### config.mk
export PLATFORM = sky130hd
export DESIGN_NAME = grid_astar_path_search
export DESIGN_NICKNAME = d
export VERILOG_FILES = /design/src/sv/gaps_pkg.sv /design/src/sv/gaps_ctrl.sv /design/src/sv/gaps_dp.sv /design/src/sv/grid_astar_path_search.sv
export VERILOG_INCLUDE_DIRS = /design/src /design/src/sv
export SDC_FILE = /design/constraint.sdc
export NUM_CORES = 2
export LEC_CHECK = 0
export BUFFER_PORTS_ARGS = -buffer_cell sky130_fd_sc_hd__buf_4
export CORE_ASPECT_RATIO = 1.4
export CORE_MARGIN = 3
export CORE_UTILIZATION = 57
export CTS_CLUSTER_SIZE = 16
export DETAILED_ROUTE_END_ITERATION = 8
export MAX_ROUTING_LAYER = met4
export PLACE_DENSITY = 0.82
export RECOVER_POWER = 50
export SKIP_LAST_GASP = 1
export SYNTH_ARGS = -nofsm -noshare
export SYNTH_HDL_FRONTEND = slang
export SYNTH_SLANG_ARGS = --single-unit
### constraint.sdc
create_clock -name aclk -period 6.1 [get_ports aclk]
set_clock_uncertainty 0.15 [all_clocks]
set_input_delay 1.83 -clock aclk [delete_from_list [all_inputs] [get_ports aclk]]
set_output_delay 1.83 -clock aclk [all_outputs]
set_load 0.005 [all_outputs]
### src/sv/assert_macros.svh
// Assertion macros shared by the RTL files of the path search block.
`ifndef ASSERT_MACROS_SVH
`define ASSERT_MACROS_SVH
`ifndef ASSERT_OFF
`define ASSERT_ALWAYS(lbl, expr) \
    lbl: assert property (@(posedge aclk) disable iff (!aresetn) (expr)) \
        else $error("assertion failed");
`define ASSERT_IMPLIES(lbl, ante, cons) \
    lbl: assert property (@(posedge aclk) disable iff (!aresetn) (ante) |-> (cons)) \
        else $error("assertion failed");
`define ASSERT_NEXT(lbl, ante, cons) \
    lbl: assert property (@(posedge aclk) disable iff (!aresetn) (ante) |=> (cons)) \
        else $error("assertion failed");
`else
`define ASSERT_ALWAYS(lbl, expr)
`define ASSERT_IMPLIES(lbl, ante, cons)
`define ASSERT_NEXT(lbl, ante, cons)
`endif
`endif

### src/sv/gaps_pkg.sv
// Types, constants and helper functions of the grid path search block.
package gaps_pkg;

    localparam int ROW_W  = 3;
    localparam int DIM_W  = 4;
    localparam int COST_W = 6;
    localparam int F_W    = 7;

    localparam logic [1:0] DIR_UP    = 2'd0;
    localparam logic [1:0] DIR_RIGHT = 2'd1;
    localparam logic [1:0] DIR_DOWN  = 2'd2;
    localparam logic [1:0] DIR_LEFT  = 2'd3;

    localparam logic [2:0] REG_GRID_ROWS = 3'd0;
    localparam logic [2:0] REG_GRID_COLS = 3'd1;
    localparam logic [2:0] REG_START_ROW = 3'd2;
    localparam logic [2:0] REG_START_COL = 3'd3;
    localparam logic [2:0] REG_GOAL_ROW  = 3'd4;
    localparam logic [2:0] REG_GOAL_COL  = 3'd5;

    typedef enum logic [3:0] {
        ST_WIPE,
        ST_IDLE,
        ST_INIT,
        ST_CLEAR,
        ST_SEED,
        ST_SCAN_START,
        ST_SCAN,
        ST_TAKE_RD,
        ST_TAKE_WR,
        ST_EXP_RD,
        ST_EXP_WR,
        ST_NF,
        ST_TR_EMIT,
        ST_TR_STEP
    } state_t;

    typedef struct packed {
        logic       load_map;
        logic       init;
        logic       clear;
        logic       clear_wall;
        logic       seed;
        logic       scan_start;
        logic       scan_step;
        logic       take_rd;
        logic       take_wr;
        logic       expand;
        logic [1:0] dir;
        logic       nf_emit;
        logic       tr_emit;
        logic       tr_step;
    } cmd_t;

    typedef struct packed {
        logic start_ok;
        logic clear_done;
        logic open_empty;
        logic scan_done;
        logic is_goal;
        logic out_free;
        logic path_end;
    } status_t;

    function automatic logic [ROW_W:0] abs_diff(input logic [ROW_W-1:0] a,
                                                input logic [ROW_W-1:0] b);
        logic [ROW_W:0] d;
        begin
            d = (a > b) ? {1'b0, a} - {1'b0, b} : {1'b0, b} - {1'b0, a};
            return d;
        end
    endfunction

    function automatic logic [DIM_W-1:0] clamp_dim(input logic [DIM_W-1:0] v,
                                                   input logic [DIM_W-1:0] side);
        logic [DIM_W-1:0] r;
        begin
            if (v == '0) begin
                r = DIM_W'(1);
            end else if (v > side) begin
                r = side;
            end else begin
                r = v;
            end
            return r;
        end
    endfunction

endpackage

### src/sv/gaps_ctrl.sv
// Sequencing state machine of the grid path search block.
module gaps_ctrl (
    input  logic              aclk,
    input  logic              aresetn,
    input  logic              in_fire,
    input  logic              in_last,
    input  gaps_pkg::status_t sts,
    output logic              in_ready,
    output gaps_pkg::cmd_t    cmd
);
    import gaps_pkg::*;

    state_t     state_reg, state_next;
    logic [1:0] dir_reg, dir_next;

    always_ff @(posedge aclk) begin
        if (!aresetn) begin
            state_reg <= ST_WIPE;
            dir_reg   <= DIR_UP;
        end else begin
            state_reg <= state_next;
            dir_reg   <= dir_next;
        end
    end

    always_comb begin
        state_next = state_reg;
        dir_next   = dir_reg;
        cmd        = '0;
        cmd.dir    = dir_reg;
        in_ready   = 1'b0;
        unique case (state_reg)
            ST_WIPE: begin
                cmd.clear      = 1'b1;
                cmd.clear_wall = 1'b1;
                if (sts.clear_done) begin
                    state_next = ST_IDLE;
                end
            end
            ST_IDLE: begin
                in_ready     = 1'b1;
                cmd.load_map = in_fire;
                if (in_fire && in_last) begin
                    state_next = ST_INIT;
                end
            end
            ST_INIT: begin
                cmd.init   = 1'b1;
                state_next = sts.start_ok ? ST_CLEAR : ST_NF;
            end
            ST_CLEAR: begin
                cmd.clear = 1'b1;
                if (sts.clear_done) begin
                    state_next = ST_SEED;
                end
            end
            ST_SEED: begin
                cmd.seed   = 1'b1;
                state_next = ST_SCAN_START;
            end
            ST_SCAN_START: begin
                if (sts.open_empty) begin
                    state_next = ST_NF;
                end else begin
                    cmd.scan_start = 1'b1;
                    state_next     = ST_SCAN;
                end
            end
            ST_SCAN: begin
                cmd.scan_step = 1'b1;
                if (sts.scan_done) begin
                    state_next = ST_TAKE_RD;
                end
            end
            ST_TAKE_RD: begin
                cmd.take_rd = 1'b1;
                state_next  = ST_TAKE_WR;
            end
            ST_TAKE_WR: begin
                cmd.take_wr = 1'b1;
                dir_next    = DIR_UP;
                state_next  = sts.is_goal ? ST_TR_EMIT : ST_EXP_RD;
            end
            ST_EXP_RD: begin
                state_next = ST_EXP_WR;
            end
            ST_EXP_WR: begin
                cmd.expand = 1'b1;
                dir_next   = dir_reg + 2'd1;
                state_next = (dir_reg == DIR_LEFT) ? ST_SCAN_START : ST_EXP_RD;
            end
            ST_NF: begin
                if (sts.out_free) begin
                    cmd.nf_emit = 1'b1;
                    state_next  = ST_IDLE;
                end
            end
            ST_TR_EMIT: begin
                if (sts.out_free) begin
                    cmd.tr_emit = 1'b1;
                    state_next  = sts.path_end ? ST_IDLE : ST_TR_STEP;
                end
            end
            ST_TR_STEP: begin
                cmd.tr_step = 1'b1;
                state_next  = ST_TR_EMIT;
            end
            default: begin
                state_next = ST_IDLE;
            end
        endcase
    end

endmodule

### src/sv/gaps_dp.sv
// Datapath of the grid path search: maps, open list, best-entry scan and path output.
`include "assert_macros.svh"
module gaps_dp #(
    parameter int GRID_SIDE = 8
) (
    input  logic                           aclk,
    input  logic                           aresetn,
    input  gaps_pkg::cmd_t                 cmd,
    output gaps_pkg::status_t              sts,
    input  logic [gaps_pkg::ROW_W-1:0]     in_row,
    input  logic [gaps_pkg::ROW_W-1:0]     in_col,
    input  logic                           in_blocked,
    input  logic [gaps_pkg::DIM_W-1:0]     cfg_rows,
    input  logic [gaps_pkg::DIM_W-1:0]     cfg_cols,
    input  logic [gaps_pkg::ROW_W-1:0]     cfg_start_row,
    input  logic [gaps_pkg::ROW_W-1:0]     cfg_start_col,
    input  logic [gaps_pkg::ROW_W-1:0]     cfg_goal_row,
    input  logic [gaps_pkg::ROW_W-1:0]     cfg_goal_col,
    input  logic                           out_ready,
    output logic                           out_valid,
    output logic [gaps_pkg::ROW_W-1:0]     out_row,
    output logic [gaps_pkg::ROW_W-1:0]     out_col,
    output logic [gaps_pkg::COST_W-1:0]    out_cost,
    output logic                           out_found,
    output logic                           out_last
);
    import gaps_pkg::*;

    localparam int CELLS = GRID_SIDE * GRID_SIDE;
    localparam int AW    = $clog2(CELLS);
    localparam int CNT_W = $clog2(CELLS + 1);
    localparam int ENT_W = 2 * ROW_W + COST_W;
    localparam logic [DIM_W-1:0] SIDE = DIM_W'(GRID_SIDE);

    function automatic logic [AW-1:0] cell_idx(input logic [ROW_W-1:0] r,
                                               input logic [ROW_W-1:0] c);
        return AW'(r * GRID_SIDE + c);
    endfunction

    // Wall and seen maps are one-bit memories with a registered read; a clearing
    // pass of one cell per cycle wipes the seen map for each search and both maps after reset.
    logic             wall_mem [CELLS];
    logic             seen_mem [CELLS];
    logic             wall_rd_reg, seen_rd_reg;
    logic             wall_we, wall_wdata;
    logic [AW-1:0]    wall_waddr;
    logic             seen_we, seen_wdata;
    logic [AW-1:0]    seen_waddr;
    logic [AW-1:0]    clr_idx_reg, clr_idx_next;

    logic [ENT_W-1:0] open_mem [CELLS];
    logic [1:0]       came_mem [CELLS];
    logic [ENT_W-1:0] open_rd_reg;
    logic [1:0]       came_rd_reg;
    logic [AW-1:0]    open_raddr;
    logic             open_we;
    logic [AW-1:0]    open_waddr;
    logic [ENT_W-1:0] open_wdata;
    logic             came_we;
    logic [AW-1:0]    came_waddr;

    logic [CNT_W-1:0] count_reg, count_next;
    logic [CNT_W-1:0] scan_idx_reg, scan_idx_next;
    logic             cmp_v_reg, cmp_v_next;
    logic [CNT_W-1:0] cmp_idx_reg, cmp_idx_next;
    logic             best_v_reg, best_v_next;
    logic [F_W-1:0]   best_f_reg, best_f_next;
    logic [AW-1:0]    best_idx_reg, best_idx_next;
    logic [ROW_W-1:0] best_row_reg, best_row_next;
    logic [ROW_W-1:0] best_col_reg, best_col_next;
    logic [COST_W-1:0] best_g_reg, best_g_next;

    logic [ROW_W-1:0]  tr_row_reg, tr_row_next;
    logic [ROW_W-1:0]  tr_col_reg, tr_col_next;
    logic [COST_W-1:0] tr_cost_reg, tr_cost_next;

    logic              out_valid_reg, out_valid_next;
    logic [ROW_W-1:0]  out_row_reg, out_row_next;
    logic [ROW_W-1:0]  out_col_reg, out_col_next;
    logic [COST_W-1:0] out_cost_reg, out_cost_next;
    logic              out_found_reg, out_found_next;
    logic              out_last_reg, out_last_next;

    logic [DIM_W-1:0]  rows, cols;
    logic [ROW_W-1:0]  rd_row, rd_col;
    logic [COST_W-1:0] rd_g;
    logic [F_W-1:0]    rd_f;
    logic [DIM_W-1:0]  nb_row4, nb_col4;
    logic              nb_in;
    logic [AW-1:0]     nb_idx;
    logic              nb_push;
    logic [AW-1:0]     start_idx;
    logic              map_in_range;

    assign rows = clamp_dim(cfg_rows, SIDE);
    assign cols = clamp_dim(cfg_cols, SIDE);
    assign {rd_g, rd_col, rd_row} = open_rd_reg;
    assign rd_f = F_W'(rd_g) + F_W'(abs_diff(rd_row, cfg_goal_row))
                + F_W'(abs_diff(rd_col, cfg_goal_col));
    assign start_idx = cell_idx(cfg_start_row, cfg_start_col);
    assign map_in_range = ({1'b0, in_row} < SIDE) && ({1'b0, in_col} < SIDE);

    // Neighbour of the entry being expanded, in 4-bit arithmetic for the bound checks.
    always_comb begin
        nb_row4 = {1'b0, best_row_reg};
        nb_col4 = {1'b0, best_col_reg};
        nb_in   = 1'b0;
        unique case (cmd.dir)
            DIR_UP: begin
                nb_row4 = {1'b0, best_row_reg} - DIM_W'(1);
                nb_in   = (best_row_reg != '0) && (nb_row4 < rows) && (nb_col4 < cols);
            end
            DIR_RIGHT: begin
                nb_col4 = {1'b0, best_col_reg} + DIM_W'(1);
                nb_in   = (nb_row4 < rows) && (nb_col4 < cols);
            end
            DIR_DOWN: begin
                nb_row4 = {1'b0, best_row_reg} + DIM_W'(1);
                nb_in   = (nb_row4 < rows) && (nb_col4 < cols);
            end
            DIR_LEFT: begin
                nb_col4 = {1'b0, best_col_reg} - DIM_W'(1);
                nb_in   = (best_col_reg != '0) && (nb_row4 < rows) && (nb_col4 < cols);
            end
            default: nb_in = 1'b0;
        endcase
    end

    // The neighbour's wall and seen bits were read in the previous cycle, as the
    // direction is held through ST_EXP_RD and ST_EXP_WR.
    assign nb_idx  = cell_idx(nb_row4[ROW_W-1:0], nb_col4[ROW_W-1:0]);
    assign nb_push = cmd.expand && nb_in && !wall_rd_reg && !seen_rd_reg
                   && (count_reg < CNT_W'(CELLS));

    assign sts.start_ok   = ({1'b0, cfg_start_row} < rows) && ({1'b0, cfg_start_col} < cols);
    assign sts.clear_done = (clr_idx_reg == AW'(CELLS - 1));
    assign sts.open_empty = (count_reg == '0);
    assign sts.scan_done  = (scan_idx_reg == count_reg) && !cmp_v_reg;
    assign sts.is_goal    = (best_row_reg == cfg_goal_row) && (best_col_reg == cfg_goal_col);
    assign sts.out_free   = !out_valid_reg || out_ready;
    assign sts.path_end   = (tr_cost_reg == '0);

    always_comb begin
        wall_we    = 1'b0;
        wall_waddr = cell_idx(in_row, in_col);
        wall_wdata = in_blocked;
        if (cmd.clear && cmd.clear_wall) begin
            wall_we    = 1'b1;
            wall_waddr = clr_idx_reg;
            wall_wdata = 1'b0;
        end else if (cmd.load_map && map_in_range) begin
            wall_we = 1'b1;
        end
    end

    always_comb begin
        seen_we    = 1'b0;
        seen_waddr = nb_idx;
        seen_wdata = 1'b1;
        if (cmd.clear) begin
            seen_we    = 1'b1;
            seen_waddr = clr_idx_reg;
            seen_wdata = 1'b0;
        end else if (cmd.seed) begin
            seen_we    = 1'b1;
            seen_waddr = start_idx;
        end else if (nb_push) begin
            seen_we = 1'b1;
        end
    end

    always_ff @(posedge aclk) begin
        if (wall_we) begin
            wall_mem[wall_waddr] <= wall_wdata;
        end
        wall_rd_reg <= wall_mem[nb_idx];
    end

    always_ff @(posedge aclk) begin
        if (seen_we) begin
            seen_mem[seen_waddr] <= seen_wdata;
        end
        seen_rd_reg <= seen_mem[nb_idx];
    end

    always_comb begin
        open_raddr = scan_idx_reg[AW-1:0];
        if (cmd.take_rd) begin
            open_raddr = AW'(count_reg - CNT_W'(1));
        end
    end

    always_comb begin
        open_we    = 1'b0;
        open_waddr = count_reg[AW-1:0];
        open_wdata = {COST_W'(best_g_reg + COST_W'(1)), nb_col4[ROW_W-1:0],
                      nb_row4[ROW_W-1:0]};
        came_we    = nb_push;
        came_waddr = nb_idx;
        priority if (cmd.seed) begin
            open_we    = 1'b1;
            open_waddr = '0;
            open_wdata = {COST_W'(0), cfg_start_col, cfg_start_row};
        end else if (cmd.take_wr) begin
            open_we    = 1'b1;
            open_waddr = best_idx_reg;
            open_wdata = open_rd_reg;
        end else if (nb_push) begin
            open_we = 1'b1;
        end else begin
            open_we = 1'b0;
        end
    end

    always_ff @(posedge aclk) begin
        if (open_we) begin
            open_mem[open_waddr] <= open_wdata;
        end
        open_rd_reg <= open_mem[open_raddr];
    end

    always_ff @(posedge aclk) begin
        if (came_we) begin
            came_mem[came_waddr] <= cmd.dir;
        end
        came_rd_reg <= came_mem[cell_idx(tr_row_reg, tr_col_reg)];
    end

    always_comb begin
        clr_idx_next   = clr_idx_reg;
        count_next     = count_reg;
        scan_idx_next  = scan_idx_reg;
        cmp_v_next     = 1'b0;
        cmp_idx_next   = cmp_idx_reg;
        best_v_next    = best_v_reg;
        best_f_next    = best_f_reg;
        best_idx_next  = best_idx_reg;
        best_row_next  = best_row_reg;
        best_col_next  = best_col_reg;
        best_g_next    = best_g_reg;
        tr_row_next    = tr_row_reg;
        tr_col_next    = tr_col_reg;
        tr_cost_next   = tr_cost_reg;
        out_valid_next = out_valid_reg && !out_ready;
        out_row_next   = out_row_reg;
        out_col_next   = out_col_reg;
        out_cost_next  = out_cost_reg;
        out_found_next = out_found_reg;
        out_last_next  = out_last_reg;

        if (cmd.clear) begin
            clr_idx_next = sts.clear_done ? '0 : clr_idx_reg + AW'(1);
        end
        if (cmd.init) begin
            count_next = '0;
        end
        if (cmd.seed) begin
            count_next = CNT_W'(1);
        end
        if (cmd.scan_start) begin
            scan_idx_next = '0;
            best_v_next   = 1'b0;
        end
        if (cmd.scan_step) begin
            if (scan_idx_reg != count_reg) begin
                cmp_v_next    = 1'b1;
                cmp_idx_next  = scan_idx_reg;
                scan_idx_next = scan_idx_reg + CNT_W'(1);
            end
            // Strict compare keeps the earliest entry on a tie.
            if (cmp_v_reg && (!best_v_reg || (rd_f < best_f_reg))) begin
                best_v_next   = 1'b1;
                best_f_next   = rd_f;
                best_idx_next = cmp_idx_reg[AW-1:0];
                best_row_next = rd_row;
                best_col_next = rd_col;
                best_g_next   = rd_g;
            end
        end
        if (cmd.take_wr) begin
            count_next   = count_reg - CNT_W'(1);
            tr_row_next  = best_row_reg;
            tr_col_next  = best_col_reg;
            tr_cost_next = best_g_reg;
        end
        if (nb_push) begin
            count_next = count_reg + CNT_W'(1);
        end
        if (cmd.nf_emit) begin
            out_valid_next = 1'b1;
            out_row_next   = '0;
            out_col_next   = '0;
            out_cost_next  = '0;
            out_found_next = 1'b0;
            out_last_next  = 1'b1;
        end
        if (cmd.tr_emit) begin
            out_valid_next = 1'b1;
            out_row_next   = tr_row_reg;
            out_col_next   = tr_col_reg;
            out_cost_next  = tr_cost_reg;
            out_found_next = 1'b1;
            out_last_next  = (tr_cost_reg == '0);
        end
        if (cmd.tr_step) begin
            tr_cost_next = tr_cost_reg - COST_W'(1);
            unique case (came_rd_reg)
                DIR_UP:    tr_row_next = tr_row_reg + ROW_W'(1);
                DIR_RIGHT: tr_col_next = tr_col_reg - ROW_W'(1);
                DIR_DOWN:  tr_row_next = tr_row_reg - ROW_W'(1);
                DIR_LEFT:  tr_col_next = tr_col_reg + ROW_W'(1);
                default:   tr_row_next = tr_row_reg;
            endcase
        end
    end

    always_ff @(posedge aclk) begin
        if (!aresetn) begin
            clr_idx_reg   <= '0;
            count_reg     <= '0;
            cmp_v_reg     <= 1'b0;
            best_v_reg    <= 1'b0;
            out_valid_reg <= 1'b0;
        end else begin
            clr_idx_reg   <= clr_idx_next;
            count_reg     <= count_next;
            cmp_v_reg     <= cmp_v_next;
            best_v_reg    <= best_v_next;
            out_valid_reg <= out_valid_next;
        end
    end

    always_ff @(posedge aclk) begin
        scan_idx_reg <= scan_idx_next;
        cmp_idx_reg  <= cmp_idx_next;
        best_f_reg   <= best_f_next;
        best_idx_reg <= best_idx_next;
        best_row_reg <= best_row_next;
        best_col_reg <= best_col_next;
        best_g_reg   <= best_g_next;
        tr_row_reg   <= tr_row_next;
        tr_col_reg   <= tr_col_next;
        tr_cost_reg  <= tr_cost_next;
        out_row_reg  <= out_row_next;
        out_col_reg  <= out_col_next;
        out_cost_reg <= out_cost_next;
        out_found_reg <= out_found_next;
        out_last_reg <= out_last_next;
    end

    assign out_valid = out_valid_reg;
    assign out_row   = out_row_reg;
    assign out_col   = out_col_reg;
    assign out_cost  = out_cost_reg;
    assign out_found = out_found_reg;
    assign out_last  = out_last_reg;

    `ASSERT_ALWAYS(a_count_bound, count_reg <= CNT_W'(CELLS))
    `ASSERT_IMPLIES(a_take_nonempty, cmd.take_wr, count_reg != '0)
    `ASSERT_NEXT(a_nf_result, cmd.nf_emit, out_valid_reg && !out_found_reg && out_last_reg)
    `ASSERT_NEXT(a_path_result, cmd.tr_emit, out_valid_reg && out_found_reg)

endmodule

### src/sv/grid_astar_path_search.sv
// Top level of the grid A* path search: configuration registers, controller and datapath.
//
// The block takes map transactions on the s_ stream, one per cycle while idle, each writing
// the wall flag of one cell; the transaction with tlast set also starts an A* search from the
// configured start to the configured goal over the grid area in use, with unit move costs and
// the Manhattan distance as heuristic. During the search the input stays stalled. A search
// opens in ST_INIT; a pass then clears the seen map one cell per cycle, and ST_SEED puts the
// start cell on the open list. Each expansion scans the open list through a single memory
// read port, one entry per cycle, and then tries the four neighbours, each through ST_EXP_RD
// and ST_EXP_WR. A grid of 64 cells needs at most 64 expansions. The result is either the
// path from goal back to start, one m_ transaction per cell in ST_TR_EMIT with a step back in
// ST_TR_STEP between cells, or one not-found transaction. The wall map survives across
// searches; after reset a clearing pass wipes it, and s_tready stays low until it is done.
// Configuration registers may be written over the APB-style port only while the block is idle.
`include "assert_macros.svh"
module grid_astar_path_search #(
    parameter int GRID_SIDE = 8
) (
    input  logic        aclk,
    input  logic        aresetn,
    input  logic        s_tvalid,
    output logic        s_tready,
    input  logic [7:0]  s_tdata,   // [2:0] cell_row, [5:3] cell_col, [6] blocked, [7] zero
    input  logic        s_tlast,   // last
    output logic        m_tvalid,
    input  logic        m_tready,
    output logic [15:0] m_tdata,   // [2:0] path_row, [5:3] path_col, [11:6] path_cost, rest zero
    output logic        m_tuser,   // found
    output logic        m_tlast,   // last_of_path
    input  logic        psel,
    input  logic        penable,
    input  logic        pwrite,
    input  logic [4:0]  paddr,
    input  logic [31:0] pwdata,
    output logic [31:0] prdata,
    output logic        pready
);
    import gaps_pkg::*;

    logic [DIM_W-1:0] grid_rows_reg, grid_cols_reg;
    logic [ROW_W-1:0] start_row_reg, start_col_reg, goal_row_reg, goal_col_reg;
    logic [2:0]       reg_idx;
    logic             cfg_wr;

    cmd_t    cmd;
    status_t sts;
    logic    in_ready;
    logic    in_fire;

    logic [ROW_W-1:0]  out_row, out_col;
    logic [COST_W-1:0] out_cost;

    // Register i sits at byte address 4*i; the low two address bits are ignored.
    assign reg_idx = paddr[4:2];
    assign cfg_wr  = psel && penable && pwrite;
    assign pready  = 1'b1;

    always_ff @(posedge aclk) begin
        if (!aresetn) begin
            grid_rows_reg <= DIM_W'(8);
            grid_cols_reg <= DIM_W'(8);
            start_row_reg <= '0;
            start_col_reg <= '0;
            goal_row_reg  <= ROW_W'(7);
            goal_col_reg  <= ROW_W'(7);
        end else if (cfg_wr) begin
            unique case (reg_idx)
                REG_GRID_ROWS: grid_rows_reg <= pwdata[DIM_W-1:0];
                REG_GRID_COLS: grid_cols_reg <= pwdata[DIM_W-1:0];
                REG_START_ROW: start_row_reg <= pwdata[ROW_W-1:0];
                REG_START_COL: start_col_reg <= pwdata[ROW_W-1:0];
                REG_GOAL_ROW:  goal_row_reg  <= pwdata[ROW_W-1:0];
                REG_GOAL_COL:  goal_col_reg  <= pwdata[ROW_W-1:0];
                default: ;
            endcase
        end
    end

    always_comb begin
        prdata = '0;
        unique case (reg_idx)
            REG_GRID_ROWS: prdata = 32'(grid_rows_reg);
            REG_GRID_COLS: prdata = 32'(grid_cols_reg);
            REG_START_ROW: prdata = 32'(start_row_reg);
            REG_START_COL: prdata = 32'(start_col_reg);
            REG_GOAL_ROW:  prdata = 32'(goal_row_reg);
            REG_GOAL_COL:  prdata = 32'(goal_col_reg);
            default:       prdata = '0;
        endcase
    end

    assign s_tready = in_ready;
    assign in_fire  = s_tvalid && in_ready;

    gaps_ctrl u_ctrl (
        .aclk     (aclk),
        .aresetn  (aresetn),
        .in_fire  (in_fire),
        .in_last  (s_tlast),
        .sts      (sts),
        .in_ready (in_ready),
        .cmd      (cmd)
    );

    gaps_dp #(
        .GRID_SIDE (GRID_SIDE)
    ) u_dp (
        .aclk          (aclk),
        .aresetn       (aresetn),
        .cmd           (cmd),
        .sts           (sts),
        .in_row        (s_tdata[2:0]),
        .in_col        (s_tdata[5:3]),
        .in_blocked    (s_tdata[6]),
        .cfg_rows      (grid_rows_reg),
        .cfg_cols      (grid_cols_reg),
        .cfg_start_row (start_row_reg),
        .cfg_start_col (start_col_reg),
        .cfg_goal_row  (goal_row_reg),
        .cfg_goal_col  (goal_col_reg),
        .out_ready     (m_tready),
        .out_valid     (m_tvalid),
        .out_row       (out_row),
        .out_col       (out_col),
        .out_cost      (out_cost),
        .out_found     (m_tuser),
        .out_last      (m_tlast)
    );

    assign m_tdata = {4'b0000, out_cost, out_col, out_row};

    `ASSERT_IMPLIES(a_no_input_in_search, s_tready, !cmd.scan_step && !cmd.expand)
    `ASSERT_NEXT(a_last_starts_search, in_fire && s_tlast, !s_tready)
    `ASSERT_IMPLIES(a_cfg_idle_ready, cmd.init, !s_tready)

endmodule

# Word-level counts from Yosys, hierarchy flattened
# Memories as Yosys holds them, arrays and structs flattened. A register that Yosys moved wholly into a read port is not among the register bits.
# Index checks and enable logic that the tools add are counted.
[classes] addsub=25 order_cmp=14 n_eq_ne=35 n_mux=92 reduce_logical=53
[op_table] cell="$mux W6" count=11
[op_table] cell="$mux W4" count=16
[op_table] cell="$pmux W4 S14" count=1
[op_table] cell="$mux W7" count=7
[op_table] cell="$mux W1" count=40
[op_table] cell="$add A6 B3 Y6" count=4
[op_table] cell="$eq A4 B4 Y1 const B" count=6
[op_table] cell="$mux W12" count=2
[op_table] cell="$mux W3" count=8
[op_table] cell="$pmux W3 S2" count=4
[op_table] cell="$pmux W4 S6" count=1
[op_table] cell="$logic_and A1 B1 Y1" count=20
[op_table] cell="$reduce_and A2 Y1" count=9
[op_table] cell="$eq A4 B3 Y1 const B" count=4
[op_table] cell="$lt A3 B4 Y1" count=4
[op_table] cell="$lt A4 B4 Y1" count=4
[op_table] cell="$sub A3 B3 Y4" count=4
[op_table] cell="$add A7 B1 Y7 const B" count=2
[op_table] cell="$add A6 B1 Y6 const B" count=2
[op_table] cell="$logic_not A4 Y1" count=3
[op_table] cell="$add A3 B1 Y4 const B" count=2
[op_table] cell="$eq A2 B2 Y1 const B" count=4
[op_table] cell="$eq A4 B2 Y1 const B" count=2
[op_table] cell="$gt A4 B4 Y1 const B" count=2
[op_table] cell="35 further kinds" count=57
[totals] register_bits=106 mem_bits_rw=1024 inputBits=53 out_inout_bits=53 wordCells=251 memories=4
[mem_list] memory="u_dp.open_mem" words=64 width=12 rd=1 rd_clocked_by_memory_dff=1 wr=1 line="gaps_dp.sv:51" rtl="logic [ENT_W-1:0] open_mem [CELLS];"
[mem_list] memory="u_dp.came_mem" words=64 width=2 rd=1 rd_clocked_by_memory_dff=1 wr=1 line="gaps_dp.sv:52" rtl="logic [1:0] came_mem [CELLS];"
[mem_list] memory="u_dp.seen_mem" words=64 width=1 rd=1 rd_clocked_by_memory_dff=1 wr=1 line="gaps_dp.sv:43" rtl="logic seen_mem [CELLS];"
[mem_list] memory="u_dp.wall_mem" words=64 width=1 rd=1 rd_clocked_by_memory_dff=1 wr=1 line="gaps_dp.sv:42" rtl="logic wall_mem [CELLS];"

# Longest topological paths before layout
[logic_depth] word_depth=16 mapped_depth=21 ltp_nobuf=21

# Hierarchy
# From an unflattened synthesis, not the netlist that was laid out.
[unflattened] cells_unflattened=2996 hier_area_um2=49638.9
[modules_own_cells] module="gaps_dp" instances=1 cells_per_inst=2770 area_per_inst_um2=47797.1 seq_area_each_um2=33171.8
[modules_own_cells] module="grid_astar_path_search" instances=1 cells_per_inst=136 area_per_inst_um2=1199.9 seq_area_each_um2=400.4
[modules_own_cells] module="gaps_ctrl" instances=1 cells_per_inst=90 area_per_inst_um2=641.9 seq_area_each_um2=120.1

# Least setup slack after synthesis
# No wires, ideal clock.
[synth_timing] path_kind="register to register" startpoint="reg u_dp.open_rd_reg[0] (read register of u_dp.open_mem)" endpoint="reg u_dp.best_col_reg[0] (enable)" setup_time_ns=0.446 t_arrival_ns=5.975 t_required_ns=5.504 setup_slack_ns=-0.471 path_stages_with_launch=21 n_path_buf=0 synth_period_minus_slack_ns=6.571 path_cell_list="dfxtp_1 -> inv_1 -> ha_1 -> inv_1 -> fa_1 -> inv_1 -> fa_1 -> a31oi_1 -> a21oi_1 -> a221o_1 -> a221o_1 -> fa_1 -> inv_1 -> ha_1 -> a21oi_1 -> xnor2_1 -> ha_1 -> o21a_1 -> o21ai_0 -> a21oi_1 -> a211oi_1"
[synth_via] elab_chain_len=8 word_cells_on_any_way=10 cone_classes="add/sub: 4; order compare: 2; mux: 1; reduce/logical: 3"
[synth_lines] element="start, declared" line="gaps_dp.sv:53" rtl="logic [ENT_W-1:0] open_rd_reg;"
[synth_lines] element="$sub A3 B3 Y4 or $gt A3 B3 Y1 (tied branches)" line="gaps_pkg.sv:69" rtl="d = (a > b) ? {1'b0, a} - {1'b0, b} : {1'b0, b} - {1'b0, a};"
[synth_lines] element="$mux W4 (*)" line="gaps_pkg.sv:69"
[synth_lines] element="$add A6 B4 Y7 (*)" line="gaps_dp.sv:98" rtl="assign rd_f = F_W'(rd_g) + F_W'(abs_diff(rd_row, cfg_goal_row))"
[synth_lines] element="$add A7 B4 Y7 (*)" line="gaps_dp.sv:99" rtl="+ F_W'(abs_diff(rd_col, cfg_goal_col));"
[synth_lines] element="net u_dp.rd_f[4]" line="gaps_dp.sv:87" rtl="logic [F_W-1:0] rd_f;"
[synth_lines] element="$lt A7 B7 Y1 (*)" line="gaps_dp.sv:271" rtl="if (cmp_v_reg && (!best_v_reg || (rd_f < best_f_reg))) begin"
[synth_lines] element="$logic_or A1 B1 Y1 (*)" line="gaps_dp.sv:271"
[synth_lines] element="$logic_and A1 B1 Y1 (*)" line="gaps_dp.sv:271"
[synth_lines] element="$reduce_and A2 Y1 (no source line) (*)"
[synth_lines] element="end signal, assigned" line="gaps_dp.sv:339" rtl="best_col_reg <= best_col_next;"
[synth_lines] element="end, declared" line="gaps_dp.sv:70" rtl="logic [ROW_W-1:0] best_col_reg, best_col_next;"
# Mark *: on every way through the listed nets, which the timed path passes. The rest lies on a longest branch.
# A chain may end at the register's enable or synchronous reset.

# Worst setup path after layout
[layout_timing] startpoint="reg u_ctrl.state_reg[3]" endpoint="mem u_dp.open_mem[31][5] in the netlist's numbering, data pin"
[layout_via] elab_chain_len=4 word_cells_on_any_way=6 cone_classes="eq/ne: 2; mux: 4"
[layout_lines] element="start, declared" line="gaps_ctrl.sv:13" rtl="state_t state_reg, state_next;"
[layout_lines] element="start signal, assigned" line="gaps_ctrl.sv:21" rtl="state_reg <= state_next;"
[layout_lines] element="$eq A4 B4 Y1" line="gaps_ctrl.sv:32" rtl="unique case (state_reg)"
[layout_lines] element="$mux W1" line="gaps_ctrl.sv:32"
[layout_lines] element="$mux W12" line="gaps_dp.sv:204" rtl="end else if (cmd.take_wr) begin"
[layout_lines] element="$mux W12 (*)" line="gaps_dp.sv:200" rtl="priority if (cmd.seed) begin"
[layout_lines] element="net u_dp.open_wdata[5]" line="gaps_dp.sv:58" rtl="logic [ENT_W-1:0] open_wdata;"
[layout_lines] element="end, declared" line="gaps_dp.sv:51"
# Marks and branches as above.

==> flow_summary.ini <==
[status]
outcome = finished, violations left
violations = max-capacitance violations, max-slew violations

[clock_tree]
clock_latency_ns = 0.69
htreeDepth = 3
ctsResizeCount = 0
cts_tree = built
cts_made_buffers = 99
clockRootBuffer = clkbuf_16
numClockSinks = 1146
ctsLongestPathBuffers = 3
clkTransAtPathRegs_ns = 0.07
cts_setup_buffers = 0
cts_hold_buf = 0

[yosys]
synth_top_area_cell = edfxtp_1
yosysWarnings = 0
synthCells = 3511
synth.area.top_cells = edfxtp_1, mux4_2, nand2_1, dfxtp_1, mux2_2
synth-seq-area-share_pct = 68.5
synth_edf_count = 1074
syn_avg_cell_area_um2 = 14.0
synth_area_mm2 = 0.0492
async_reset_ff_share_pct = 0
synth_flop_cell = edfxtp_1
synth_cell_types = 81
synth-seq-cells = 1146
netlist.area_leader.share_pct = 65.6

[floorplan]
initial_core_util_pct = 57.9
die_h_um = 353
die_area_mm2 = 0.0899
num_rows = 126
die_w_um = 254
ios = 106
core-area_mm2 = 0.0850

[setup_path]
rrSetupSlack_ns = 0.38
crit_fanout = 24
r2r-end = u_dp.open_mem[31][5]
start_kind = register
rr_worst_depth = 7
path_class = register to register
worstPathArrival_ns = 5.95
r2r-start = u_ctrl.state_reg[3]
cp.required_ns = 6.33
worstSetupEndpointType = register

[place]
gp_congestion = 0.989
dp_cells = 4580
hpwl_um = 74900
io_buffers = 41

[route]
routedWlPerCell_um = 24.9
via_per_inst = 6.34
vias = 30200
dr.first_iter.drc_count = 3528
route.detailed.drc = 0
first_pass_iters = 6
ant_nets = 0
wl_um = 119000

[final_layout]
largest_reg_flops = 768
finalNonFillerCells = 4762
fin_util_pct = 63.9
largest_register = u_dp.open_mem
syn_to_final_growth_pct = 10.4
top_regs = u_dp.open_mem (768), u_dp.came_mem (128)
fin_nets = 3718
layout-drive-gt1-share_pct = 15.4

[sta]
worst_pin_slew_ns = 2.99
rsz0062_at_grt = no
slew_violations = 480
fin_crit_sh_pct = 93.7
hold_viol = 0
finalSetupViolations = 0
fin_tns_setup_ns = 0
fmax_mhz = 175
max-slew-margin-rel_pct = -99.4
period_needed_ns = 5.72

[power_and_ir_drop]
vdd.ir_drop.worst_uv = 221
p_leak_nw = 17.7
power.density_mw_per_mm2 = 273
fin_total_pwr_w = 0.0148

[min_path]
hold_class = register to register
hold_depth = 0
hp-start = u_dp.cmp_idx_reg[1]
whs_endpoint = u_dp.best_idx_reg[1]

[global_routing]
grt_max_degree = 109
antenna_found_initial = 1
first_global_vias = 29900
grt_overflow = 0
grt_pass1_wl_um = 178000
grt.total_usage_pct = 27.1

[flow_run]
cap_violations = 12
[worst max-delay path: stages, from the launching register on]
cell and delay [ns]:
dfxtp_1 0.82, nand2b_1 0.53, or3_1 0.83, clkbuf_1 0.61, nand2_1 0.29, o21ai_0 0.12
a21oi_1 1.40, clkbuf_2 0.63
[layout by cell type (no fill, tap or decap), drive strengths merged, types with 22 or more instances in the layout]
cell type and count:
a21oi 109, a22o 52, and3 51, buf 134, clkbuf 162, clkinv 40
conb 33, dfxtp 72, edfxtp 1074, ha 59, inv 71, mux2 116
mux2i 34, mux4 112, nand2 473, nand2b 23, nand3 187, nor2 325
nor3 50, nor4 35, o21ai 94, o22ai 64, xnor2 22, xor2 28
[synth_stat cells, drive strengths merged, types with 14 or more instances]
library cell     n
nor4            35
nand3b          14
dfxtp           72
mux2           116
or3             18
o21ai           94
buf            105
nor3            50
nand3          187
mux2i           34
inv             65
a22o            52
edfxtp        1074
nand2b          23
nand2          473
nor2           325
a21oi          109
clkbuf         119
and3            51
ha              59
mux4           112
xnor2           22
or4             14
xor2            28
o211ai          18
a211oi          18
o22ai           64
a22oi           14
[per-stage QoR]
stage	hold WS (ns)	worst slack, ns	area [µm²]
after floorplan	0.250	0.393	49300
after global placement	0.251	0.741	51200
after detailed placement	0.255	0.762	51200
after CTS	0.266	0.737	54500
after global routing	0.274	0.288	54300
final	0.264	0.381	54300
[layout make-up]
class                           count  area (µm²)
Antenna cell                        1        2.50
Fill cell                        5723       30700
Clock buffer                      122        2630
Multi-Input combinational cell   2105       14500
Clock inverter                     59         596
Timing Repair Buffer              174        1290
Inverter                           67         251
Tap cell                         1088        1360
Sequential cell                  1146       33700
[worst max path at each step]
stage,from,to,slack (ns),cells after the start
after global routing,u_ctrl.state_reg[3],u_dp.open_mem[27][5],0.29,7
after CTS,u_dp.open_rd_reg[0],u_dp.best_idx_reg[5],0.74,22
final,u_ctrl.state_reg[3],u_dp.open_mem[31][5],0.38,7
after global placement,u_dp.open_rd_reg[0],u_dp.best_idx_reg[2],0.74,22
after floorplan,u_dp.open_rd_reg[0],u_dp.best_col_reg[0],0.39,20
after detailed placement,u_dp.open_rd_reg[0],u_dp.best_idx_reg[1],0.76,22
[where the power goes]
part           switching [W]  internal [W]
logic              0.0000751     0.0000385
clock network        0.00278       0.00346
registers         0.00000992       0.00847
total                0.00287        0.0120
[per-layer routing]
layer  wire (µm)  track usage [%]  share of wire, %  vias up
li1            -                -                 -    13300
met1       41000             31.8                35    14900
met2       59700             44.4                50     1661
met3       10000             3.90               8.5      387
met4        7790             16.5               6.6        0
met5           0                -                 0        -
[cell families after synthesis]
family	after synthesis	synth area share [%]
other cells	2	0.0153
mux	262	8.50
flops	1146	68.5
compound gates	446	5.89
xor+xnor	50	0.891
fa+ha+maj	72	2.03
simple gates	1242	11.4
buf+inv	291	2.70
Note: power is estimated with default switching activity, not from simulation.
